**src/dnes_pkg.sv**
```systemverilog
`default_nettype none
package dnes_pkg;

  localparam int unsigned VAL_W = 32;
  localparam int unsigned CNT_W = 7;

  localparam logic [7:0] CH_ZERO = 8'h30;
  localparam logic [7:0] CH_NINE = 8'h39;
  localparam logic [VAL_W-1:0] SAT32 = 32'hFFFF_FFFF;

  localparam logic ACT_CHAR = 1'b0;
  localparam logic ACT_END  = 1'b1;

  typedef struct packed {
    logic       action;
    logic [7:0] char_byte;
  } in_t;

  typedef struct packed {
    logic [VAL_W-1:0] value;
    logic             last;
    logic             overflowed;
  } out_t;

  // broadcast from the control to every cell of the chain
  typedef struct packed {
    logic             ins;
    logic             shift;
    logic [CNT_W-1:0] count;
    logic [VAL_W-1:0] value;
  } cell_cmd_t;

endpackage
`default_nettype wire

```
**src/dnes_cell.sv**
```systemverilog
`default_nettype none
module dnes_cell #(
  parameter int IDX = 0
) (
  input  wire                          clk,
  input  dnes_pkg::cell_cmd_t          cmd,
  input  wire [dnes_pkg::VAL_W-1:0]    left_val,
  input  wire                          left_gt,
  input  wire [dnes_pkg::VAL_W-1:0]    right_val,
  output logic [dnes_pkg::VAL_W-1:0]   val,
  output logic                         gt
);
  import dnes_pkg::*;

  localparam logic [CNT_W-1:0] IDX_C = CNT_W'(IDX);

  logic [VAL_W-1:0] val_r;
  logic [VAL_W-1:0] val_nxt;
  logic             occ;

  assign occ = (IDX_C < cmd.count);
  assign gt  = occ && (val_r > cmd.value);
  assign val = val_r;

  always_comb begin
    val_nxt = val_r;
    if (cmd.shift) begin
      val_nxt = right_val;
    end else if (cmd.ins) begin
      if (left_gt) begin
        val_nxt = left_val;
      end else if (gt || (IDX_C == cmd.count)) begin
        val_nxt = cmd.value;
      end
    end
  end

  always_ff @(posedge clk) begin
    val_r <= val_nxt;
  end

endmodule
`default_nettype wire

```
**config.mk**
```make
export PLATFORM = sky130hd
export DESIGN_NAME = dnes_cell
export DESIGN_NICKNAME = d
export VERILOG_FILES = /design/src/dnes_pkg.sv /design/src/dnes_cell.sv
export SDC_FILE = /design/constraint.sdc
export NUM_CORES = 1
export LEC_CHECK = 0
export BUFFER_PORTS_ARGS = -buffer_cell sky130_fd_sc_hd__buf_2
export CAP_MARGIN = 25
export CORE_MARGIN = 1.5
export CORE_UTILIZATION = 45
export DETAILED_ROUTE_END_ITERATION = 16
export PLACE_DENSITY = 0.81
export SKIP_LAST_GASP = 1
export SLEW_MARGIN = 10
export SYNTH_ARGS = -nofsm -noshare
export SYNTH_HDL_FRONTEND = slang
export SYNTH_SLANG_ARGS = --single-unit
export TNS_END_PERCENT = 10
```
**constraint.sdc**
```tcl
create_clock -name clk -period 4.6 [get_ports clk]
set_input_delay 0.23 -clock clk [delete_from_list [all_inputs] [get_ports clk]]
set_output_delay 0.23 -clock clk [all_outputs]
set_load 0.02 [all_outputs]
```
==> results.txt, run 1 <==
Antenna violations before repair = 0
Post-DRT Antenna Nets = 0
Gpl congestion = 0.758
CTS Sinks = 32
Routed WL per cell = 13.9 microns
DP HPWL = 5.22 mm
Setup Crit Path Kind = flop to flop
DR vias/cell = 5.23
Htree depth = 2
Slowest stage cell on the critical path = nor4_1
Max reg flops = 32
Max_slew headroom = 34.5%
Syn. warnings = 0
Largest net degree at the start of global routing = 48
RSZ-0062 raised after global routing = no
Required @ worst endpoint = 4.64 ns
Global route overflow = 0
Routed wire length = 6.45 mm
Met2 WL = 3.22 mm
Final Net Count = 533
Worst-skew pair later-pin latency = 0.28 ns
Distinct cells, synth = 26
IO Pins = 140
Post-synth EDFFs = 32
Arrival time worst endpoint = 2.71 ns
Worst-path fanout max = 20
Max_cap viols = 0
Most frequent cells in the layout = 139 x buf_2, 35 x nand2_1, 34 x o21ai_0
Hold Crit Class = input pin to flop
Finished Cell Area = 3340 sq um
Final setup vio count = 0
Mapped Nets = 396
Vias in the first global route = 2467
DR DRC count = 0
Post-placement cell area = 3230 sq um
Critical Path Sink Type = flop
Setup bufs post-CTS = 0
Slowest stage delay, CP = 0.55 ns
Chip Width = 77.2 microns
First-pass GRT wire length = 10.7 mm
Layout cells sized above 1 = 38.0%
Core Area = 5200 sq um
Post-CTS Hold Buffers = 0
Diodes inserted = 0
Top delay family on crit path = compound AO/OA/AOI/OAI gates
Fin Setup TNS = 0 ns
Layout area overhead = 34.9%
Crit path cell chain = ha_1 -> a21oi_1 -> o21ai_0 -> a221o_1 -> nor4_1 -> a21oi_4 -> buf_16
Die Ht = 77.2 microns
Cells after Synth = 257
PortBufs = 139
Slew Limit Fails = 0
Slew at the pin closest to its max-slew limit = 0.982 ns
Highest routed metal layer = met4
Initial core utilization = 47.6%
Primary FF master, synth = edfxtp_1
Worst-path clk slew = 0.07 ns
CTS buffer count = 5
Status = complete, no violations
Startpoint Class = flop
Peak supply drop = 0.160 mV
Starting DRT DRC Count = 100
Synth Register Bits = 32
Pwr/cell area = 265 nW/um^2
Fmax = 374 MHz
CTS root buf = clkbuf_8
Hold Vio Cnt, Final = 0
Layout Skew = 0.00310 ns
M1 wire length = 2.75 mm
Final Critical Period = 2.68 ns
Commonest non-fill, non-tap cell in the layout = buf_2
Vias = 2434
Syn Area/Cell = 9.64 sq um
Buffers & Inverters on Critical Path = 1
Clock Path Buffers = 2
CTS tree = done
Sequential cell area fraction in the yosys report = 38.8%
# rows = 26
Lkg Pwr = 1.76 nW
Die area = 5960 sq um
Post_cts resized = 0
Met3 wire len = 368 microns
Final period util = 58.2%
Synth async-reset ratio = 0%
First-pass DRT Iterations = 4
Cell Area, Synth = 2480 sq um
All-Layer GR Usage = 22.5%
[cells in the mapped netlist, drive strengths merged (2+ instances only)]
master | instances | share of area, %
o41ai | 3 | 1.8
nand2 | 35 | 5.3
a21oi | 14 | 2.8
mux2i | 32 | 13
nor4 | 2 | 0.50
nand4 | 7 | 1.8
o21ai | 34 | 6.9
ha | 32 | 16
buf | 3 | 0.61
a21o | 4 | 1.2
nor2 | 2 | 0.30
nor3 | 2 | 0.40
inv | 32 | 4.8
clkbuf | 8 | 1.2
edfxtp | 32 | 39
nand3 | 6 | 1.2
[worst paths after layout]
kind | to | slack (ns) | from | cells after the start
setup reg to reg | val[16] | 1.92 | val[23] | 7
hold / removal | val[10] | 0.23 | right_val[10] | 3
hold reg to reg | val[1] | 1.27 | val[16] | 5
setup / recovery | val[16] | 1.92 | val[23] | 7
[final cells by class]
type                       count  area [sq um]
sequential                    32           961
fill                         438          1860
timing repair buffer         141           731
tap                           70          87.6
inverter                      32           120
clock buffer                   7          76.3
multi-input combinational    182          1360
clock inverter                 1          3.75
[cells by family after synthesis]
group | count (synthesis) | share of synthesized area, %
multiplexers | 32 | 12.9
flip-flops | 32 | 38.8
buffers and inverters | 43 | 6.67
adder cells (fa/ha/maj) | 32 | 16.2
AND/OR/NAND/NOR | 57 | 10.6
AO/OA/AOI/OAI | 61 | 14.9
[where the power goes]
part | switching (mW) | internal [mW] | leakage [nW]
Combinational | 0.169 | 0.124 | 1.40
Sequential | 0.0176 | 0.365 | 0.325
Clock | 0.105 | 0.105 | 0.0399
Total | 0.291 | 0.595 | 1.76
[per-layer routing]
layer,vias up,GRT usage [%]
met1,1122,26.6
li1,1212,-
met5,-,0
met3,12,4.64
met2,88,40.2
met4,0,8.00
[worst reg2reg max path, delay by kind of cell (launching register included)]
family                   cells  cell delay [ns]
AO/OA/AOI/OAI                4             0.89
AND/OR/NAND/NOR              1             0.55
flip-flops                   1             0.41
adder cells (fa/ha/maj)      1             0.33
buffers and inverters        1             0.25
[through the flow]
stage,setup slack (ns),cells,util [%],total power [mW],hold WS [ns]
6_report,1.92,465,64.2,0.886,0.226
5_1_grt,1.77,465,64.2,0.940,0.228
4_1_cts,1.71,464,63.7,0.885,0.223
3_5_place_dp,1.75,456,62.1,0.677,0.513
3_3_place_gp,1.83,456,62.1,0.665,0.511
2_1_floorplan,1.08,257,-,0.557,0.417
(Power assumes the default switching activity.)
==> run 2, diff against run 1 <==
- clock period: 4.6 -> 2.5 ns (I/O delays scaled with it)
==> run 2 against run 1 <==
Net effect:
- clock skew grew 0.0014 ns
- worst hold slack got worse by 0.099 ns
- sequential cell count did not move
- die area is the same
- first-iteration DRC count rose by 44%
- power is 85% higher
- sequential power increased by 84%
- highest routed layer unchanged
- setup slack got worse by 1.8 ns
==> results.txt, run 2 (synthesis results as in run 1) <==
Die Ht = 77.2 microns (unchanged)
Fin Setup TNS = 0 ns (unchanged)
Startpoint Class = flop (unchanged)
Vias in the first global route = 2450 (was 2467)
Required @ worst endpoint = 2.49 ns (was 4.64 ns)
Peak supply drop = 0.303 mV (was 0.160 mV)
Post_cts resized = 0 (unchanged)
Clock Path Buffers = 2 (unchanged)
Max_cap viols = 0 (unchanged)
First-pass GRT wire length = 10.7 mm (about the same)
Crit path cell chain = ha_1 -> nand4_1 -> a2111oi_2 -> nor4_2 -> buf_4 -> a21oi_4 -> buf_12 (was ha_1 -> a21oi_1 -> o21ai_0 -> a221o_1 -> nor4_1 -> a21oi_4 -> buf_16)
DR vias/cell = 5.13 (was 5.23)
Diodes inserted = 0 (unchanged)
Core Util, Final = 65.6% (was 64.2%)
Worst-skew pair later-pin latency = 0.28 ns (about the same)
Fin cells = 468 (was 465)
Layout cells sized above 1 = 40.7% (was 38.0%)
Buffers & Inverters on Critical Path = 2 (was 1)
CTS buffer count = 5 (unchanged)
Critical Path Sink Type = flop (unchanged)
Setup bufs post-CTS = 0 (unchanged)
Max reg flops = 32 (unchanged)
Status = complete, no violations (unchanged)
P_int = 1.09 mW (was 0.595 mW)
Antenna violations before repair = 0 (unchanged)
Global route overflow = 0 (unchanged)
CTS tree = done (unchanged)
Starting DRT DRC Count = 144 (was 100)
Final Critical Period = 2.39 ns (was 2.68 ns)
Final Net Count = 536 (was 533)
Largest net degree at the start of global routing = 44 (was 48)
Routed WL per cell = 14.3 microns (was 13.9 microns)
DP HPWL = 5.47 mm (was 5.22 mm)
Core Area = 5200 sq um (unchanged)
Vias = 2402 (was 2434)
PortBufs = 139 (unchanged)
Hold Crit Class = input pin to flop (unchanged)
Slew Limit Fails = 0 (unchanged)
Post-Place Cells = 460 (was 456)
Switch share = 33.2% (was 32.9%)
Layout area overhead = 37.9% (was 34.9%)
IO Pins = 140 (unchanged)
Chip Width = 77.2 microns (unchanged)
Gpl congestion = 0.787 (was 0.758)
Post-CTS Hold Buffers = 0 (unchanged)
Slowest stage delay, CP = 0.48 ns (was 0.55 ns)
Lkg Pwr = 1.79 nW (was 1.76 nW)
DR DRC count = 0 (unchanged)
Final setup vio count = 0 (unchanged)
Fmax = 418 MHz (was 374 MHz)
Post-DRT Antenna Nets = 0 (unchanged)
Pwr/cell area = 479 nW/um^2 (was 265 nW/um^2)
Layout Skew = 0.00452 ns (was 0.00310 ns)
Worst-path clk slew = 0.07 ns (about the same)
Slew at the pin closest to its max-slew limit = 0.562 ns (was 0.982 ns)
Die area = 5960 sq um (unchanged)
Fillers = 470 (was 438)
Most frequent cells in the layout = 139 x buf_2, 35 x nand2_1, 34 x o21ai_0 (unchanged)
CTS Sinks = 32 (unchanged)
Initial core utilization = 47.6% (unchanged)
Commonest non-fill, non-tap cell in the layout = buf_2 (unchanged)
Total power = 1.64 mW (was 0.886 mW)
Clock share of power = 23.1% (was 23.7%)
Hold Vio Cnt, Final = 0 (unchanged)
Gate power share = 33.9% (was 33.1%)
Setup Crit Path Kind = flop to flop (unchanged)
Flop pwr share = 43.0% (was 43.2%)
Routed wire length = 6.69 mm (was 6.45 mm)
CTS root buf = clkbuf_8 (unchanged)
Htree depth = 2 (unchanged)
First-pass DRT Iterations = 5 (was 4)
Arrival time worst endpoint = 2.38 ns (was 2.71 ns)
Final period util = 95.8% (was 58.2%)
Switching power = 0.543 mW (was 0.291 mW)
Slowest stage cell on the critical path = a2111oi_2 (was nor4_1)
All-Layer GR Usage = 22.4% (was 22.5%)
Worst-path fanout max = 22 (was 20)
Top delay family on crit path = compound AO/OA/AOI/OAI gates (unchanged)
# rows = 26 (unchanged)
Max_slew headroom = 62.6% (was 34.5%)
-- run 2: final timing paths --
check | from | end | slack [ns] | depth (start not counted)
setup / recovery | val[23] | val[5] | 0.11 | 7
hold / removal | right_val[1] | val[1] | 0.13 | 3
setup reg to reg | val[23] | val[5] | 0.11 | 7
hold reg to reg | val[16] | val[11] | 1.08 | 5
-- run 2: tightest hold or removal path: cells and delay by family --
family,cells,cell delay (ns)
compound gates,1,0.06
buf+inv,1,0.07
simple gates,1,0.04
-- run 2: cell type report --
type / instances / area, sq um / area share, %
Multi-Input combinational cell: 182 / 1420 / 41.6
Sequential cell: 32 / 961 / 28.1
Timing Repair Buffer: 144 / 746 / 21.8
Inverter: 32 / 120 / 3.52
Tap cell: 70 / 87.6 / 2.56
Clock buffer: 5 / 68.8 / 2.01
Clock inverter: 3 / 13.8 / 0.403
-- run 2: power groups by stage --
stage,combinational [mW],sequential (mW),clock [mW]
after floorplan,0.240,0.790,0
after global placement,0.530,0.712,0
after detailed placement,0.548,0.716,0
after CTS,0.551,0.704,0.384
after global routing,0.616,0.712,0.404
final,0.554,0.704,0.378
-- run 2: per-stage QoR --
step | hold slack (ns) | instance area (sq um) | setup slack [ns]
final | 0.127 | 3420 | 0.106
after global placement | 0.408 | 3310 | 0.229
after CTS | 0.124 | 3390 | 0.0991
after detailed placement | 0.410 | 3310 | 0.108
after floorplan | 0.312 | 2520 | 0.00419
after global routing | 0.131 | 3420 | -0.0129
-- run 2: routing by layer --
metal,GRT usage (%),share of wire [%],vias to the layer above
li1,-,-,1217
met1,26.3,41,1081
met2,40.6,51,90
met3,3.57,5.0,14
met4,8.55,2.2,0
met5,0,0,-
==> run 3, diff against run 2 <==
- ABC_AREA: not set -> 1
==> run 3 against run 2 <==
Net effect:
- global-route usage is 0.70 points lower
- via count is 6.0% higher
- combinational power is 1% higher
- die area is 3.0% higher
- final area is 0.73% lower
- first-iteration DRC count is 51% lower
- critical endpoint is now val[1]
- sequential share of layout area is 0.21 points higher
- worst hold slack worse by 0.014 ns
- power is 0.30% higher
- setup slack better by 0.31 ns
- highest routed layer unchanged
==> results.txt, run 3 <==
PortBufs = 139 (unchanged)
Simple-Gate Fraction of Synth Area = 15.6% (was 10.6%)
Critical Path Sink Type = flop (unchanged)
Slowest stage cell on the critical path = edfxtp_1 (was a2111oi_2)
CTS buffer count = 5 (unchanged)
Required @ worst endpoint = 2.48 ns (was 2.49 ns)
Setup Crit Path Kind = flop to flop (unchanged)
Syn. warnings = 0 (unchanged)
Top delay family on crit path = simple AND/OR/NAND/NOR gates (was compound AO/OA/AOI/OAI gates)
Layout cells sized above 1 = 36.6% (was 40.7%)
Synth async-reset ratio = 0% (unchanged)
Final period util = 83.5% (was 95.8%)
Hold Crit Class = input pin to flop (unchanged)
Max reg flops = 32 (unchanged)
Synth area leaders = edfxtp_1 38%, ha_1 16%, nand2_1 10% (was edfxtp_1 39%, ha_1 16%, mux2i_1 13%)
Primary FF master, synth = edfxtp_1 (unchanged)
Initial core utilization = 46.4% (was 47.6%)
Routed WL per cell = 12.5 microns (was 14.3 microns)
Buffers & Inverters on Critical Path = 2 (unchanged)
Compound-cell area share of the yosys netlist = 22.3% (was 14.9%)
Max_slew headroom = 38.4% (was 62.6%)
Largest family of logic cells by synthesized area = compound AO/OA/AOI/OAI gates (was adder cells)
Cell Area, Synth = 2550 sq um (was 2480 sq um)
Crit path cell chain = ha_1 -> nand2_1 -> nor2_2 -> nand2_1 -> clkinv_1 -> nand2_1 -> nand2_1 -> nand2_1 -> nand2_1 -> nand2_2 -> a21oi_4 -> buf_12 (was ha_1 -> nand4_1 -> a2111oi_2 -> nor4_2 -> buf_4 -> a21oi_4 -> buf_12)
Starting DRT DRC Count = 71 (was 144)
Top cells by count, synth = 68 x nand2_1, 39 x inv_1, 32 x edfxtp_1, 32 x ha_1, 30 x o21a_1 (was 35 x nand2_1, 34 x o21ai_0)
RSZ-0062 raised after global routing = no
Chip Width = 78.3 microns (was 77.2 microns)
Pwr/cell area = 484 nW/um^2 (was 479 nW/um^2)
DR DRC count = 0 (unchanged)
Worst-skew pair later-pin latency = 0.28 ns (about the same)
Post_cts resized = 0 (unchanged)
Lkg Pwr = 1.72 nW (was 1.79 nW)
CTS root buf = clkbuf_8 (unchanged)
Mux cell area share after synthesis = 0% (was 12.9%)
Die area = 6140 sq um (was 5960 sq um)
Clock Path Buffers = 2 (unchanged)
Largest net degree at the start of global routing = 62 (was 44)
Worst-path clk slew = 0.07 ns (about the same)
Die Ht = 78.3 microns (was 77.2 microns)
All-Layer GR Usage = 21.7% (was 22.4%)
Final Net Count = 572 (was 536)
Final setup vio count = 0 (unchanged)
DR vias/cell = 5.03 (was 5.13)
Routed wire length = 6.35 mm (was 6.69 mm)
Fin Setup TNS = 0 ns (unchanged)
First-pass GRT wire length = 10.6 mm (was 10.7 mm)
Antenna violations before repair = 0 (unchanged)
Fillers = 514 (was 470)
Synth Register Bits = 32 (unchanged)
Yosys top cell area share = 37.6% (was 38.8%)
IO Pins = 140 (unchanged)
Max_cap viols = 0 (unchanged)
Synth area leader = edfxtp_1 (unchanged)
CTS tree = done (unchanged)
Sequential cell area fraction in the yosys report = 37.6% (was 38.8%)
Htree depth = 2 (unchanged)
Core Area = 5510 sq um (was 5200 sq um)
Post-CTS Hold Buffers = 0 (unchanged)
Setup bufs post-CTS = 0 (unchanged)
Pre-CTS setup slack = 0.397 ns (was 0.108 ns)
Storage element area = 961 sq um (unchanged)
DP HPWL = 5.08 mm (was 5.47 mm)
Post-Synth XOR/XNOR Area = 0% (unchanged)
Fmax = 479 MHz (was 418 MHz)
Cells after Synth = 298 (was 257)
Post-synth EDFFs = 32 (unchanged)
Footprint of the multi-input gates = 1380 sq um (was 1420 sq um)
Peak supply drop = 0.329 mV (was 0.303 mV)
Most used cell, CP = nand2_1
Setup ws final = 0.413 ns (was 0.106 ns)
Slowest stage delay, CP = 0.40 ns (was 0.48 ns)
CTS Sinks = 32 (unchanged)
Syn Area/Cell = 8.57 sq um (was 9.64 sq um)
Distinct cells, synth = 23 (was 26)
Count leader, synth = nand2_1 (unchanged)
Worst-path fanout max = 29 (was 22)
Status = complete, no violations (unchanged)
Gpl congestion = 0.762 (was 0.787)
Layout Skew = 0.00375 ns (was 0.00452 ns)
Startpoint Class = flop (unchanged)
Final Critical Period = 2.09 ns (was 2.39 ns)
Mapped Nets = 437 (was 396)
Vias = 2545 (was 2402)
Arrival time worst endpoint = 2.07 ns (was 2.38 ns)
First-pass DRT Iterations = 4 (was 5)
Slew Limit Fails = 0 (unchanged)
Global route overflow = 0 (unchanged)
Vias in the first global route = 2525 (was 2450)
Post-Synth Adder-Cell Area = 15.7% (was 16.2%)
Slew at the pin closest to its max-slew limit = 0.922 ns (was 0.562 ns)
Most frequent cells in the layout = 139 x buf_2, 68 x nand2_1, 39 x inv_1 (was 139 x buf_2, 35 x nand2_1, 34 x o21ai_0)
Post-DRT Antenna Nets = 0 (unchanged)
Diodes inserted = 0 (unchanged)
Layout area overhead = 32.8% (was 37.9%)
# rows = 27 (was 26)
Hold Vio Cnt, Final = 0 (unchanged)
Commonest non-fill, non-tap cell in the layout = buf_2 (unchanged)
run 3: changes by cell type in the layout (fill, tap and decap cells not counted), sizes merged, moves of 4 or more:
cell and delta:
nand4 -5, o21a +30, nand3 -4, o21ai -32, nor2 +16, inv +10
o211ai +28, a21oi +7, nand2 +36, mux2i -32
run 3: logic make-up after synthesis:
kind of cell / Yosys count
simple gates: 95
fa+ha+maj: 32
buf+inv: 56
flops: 32
compound gates: 83
run 3: where the power goes:
part | switching, mW | leakage, nW | internal [mW] | total, mW
Combinational | 0.326 | 1.36 | 0.236 | 0.562
Clock | 0.188 | 0.0399 | 0.194 | 0.381
Sequential | 0.0297 | 0.317 | 0.668 | 0.698
run 3: stage by stage:
stage / cell area, sq um / utilization (%) / total power [mW] / hold WS, ns / instances
after floorplan: 2560 / - / 1.06 / 0.311 / 298
after global placement: 3310 / 60.1 / 1.25 / 0.402 / 498
after detailed placement: 3310 / 60.1 / 1.28 / 0.399 / 498
after CTS: 3390 / 61.6 / 1.66 / 0.109 / 506
after global routing: 3390 / 61.6 / 1.76 / 0.0997 / 506
final: 3390 / 61.6 / 1.64 / 0.113 / 506
run 3: final cells by class:
cell class | instances | area share (%)
Multi-Input combinational cell | 210 | 40.6
Clock inverter | 1 | 0.111
Timing Repair Buffer | 141 | 21.3
Inverter | 43 | 4.76
Sequential cell | 32 | 28.3
Clock buffer | 7 | 2.25
Tap cell | 72 | 2.66
run 3: metal layers:
metal  track usage [%]  share of wire, %  vias up
met5                 0                 0        -
met4              6.25               1.3        0
met3              6.40               7.6        9
met2              41.6                50       98
met1              22.8                41     1140
li1                  -                 -     1298
run 3: path summary, 6_finish.rpt:
check	start	to	slack, ns	cells after the start
worst min register to register	val[16]	val[31]	1.14	6
worst min-delay path	right_val[5]	val[5]	0.11	2
worst max register to register	val[15]	val[1]	0.41	12
worst max-delay path	val[15]	val[1]	0.41	12
run 3: worst reg2reg max path: stages (launching register included):
cell,delay (ns)
edfxtp_1,0.40
ha_1,0.31
nand2_1,0.08
nor2_2,0.13
nand2_1,0.09
clkinv_1,0.05
nand2_1,0.04
nand2_1,0.06
nand2_1,0.05
nand2_1,0.06
nand2_2,0.07
a21oi_4,0.21
buf_12,0.23
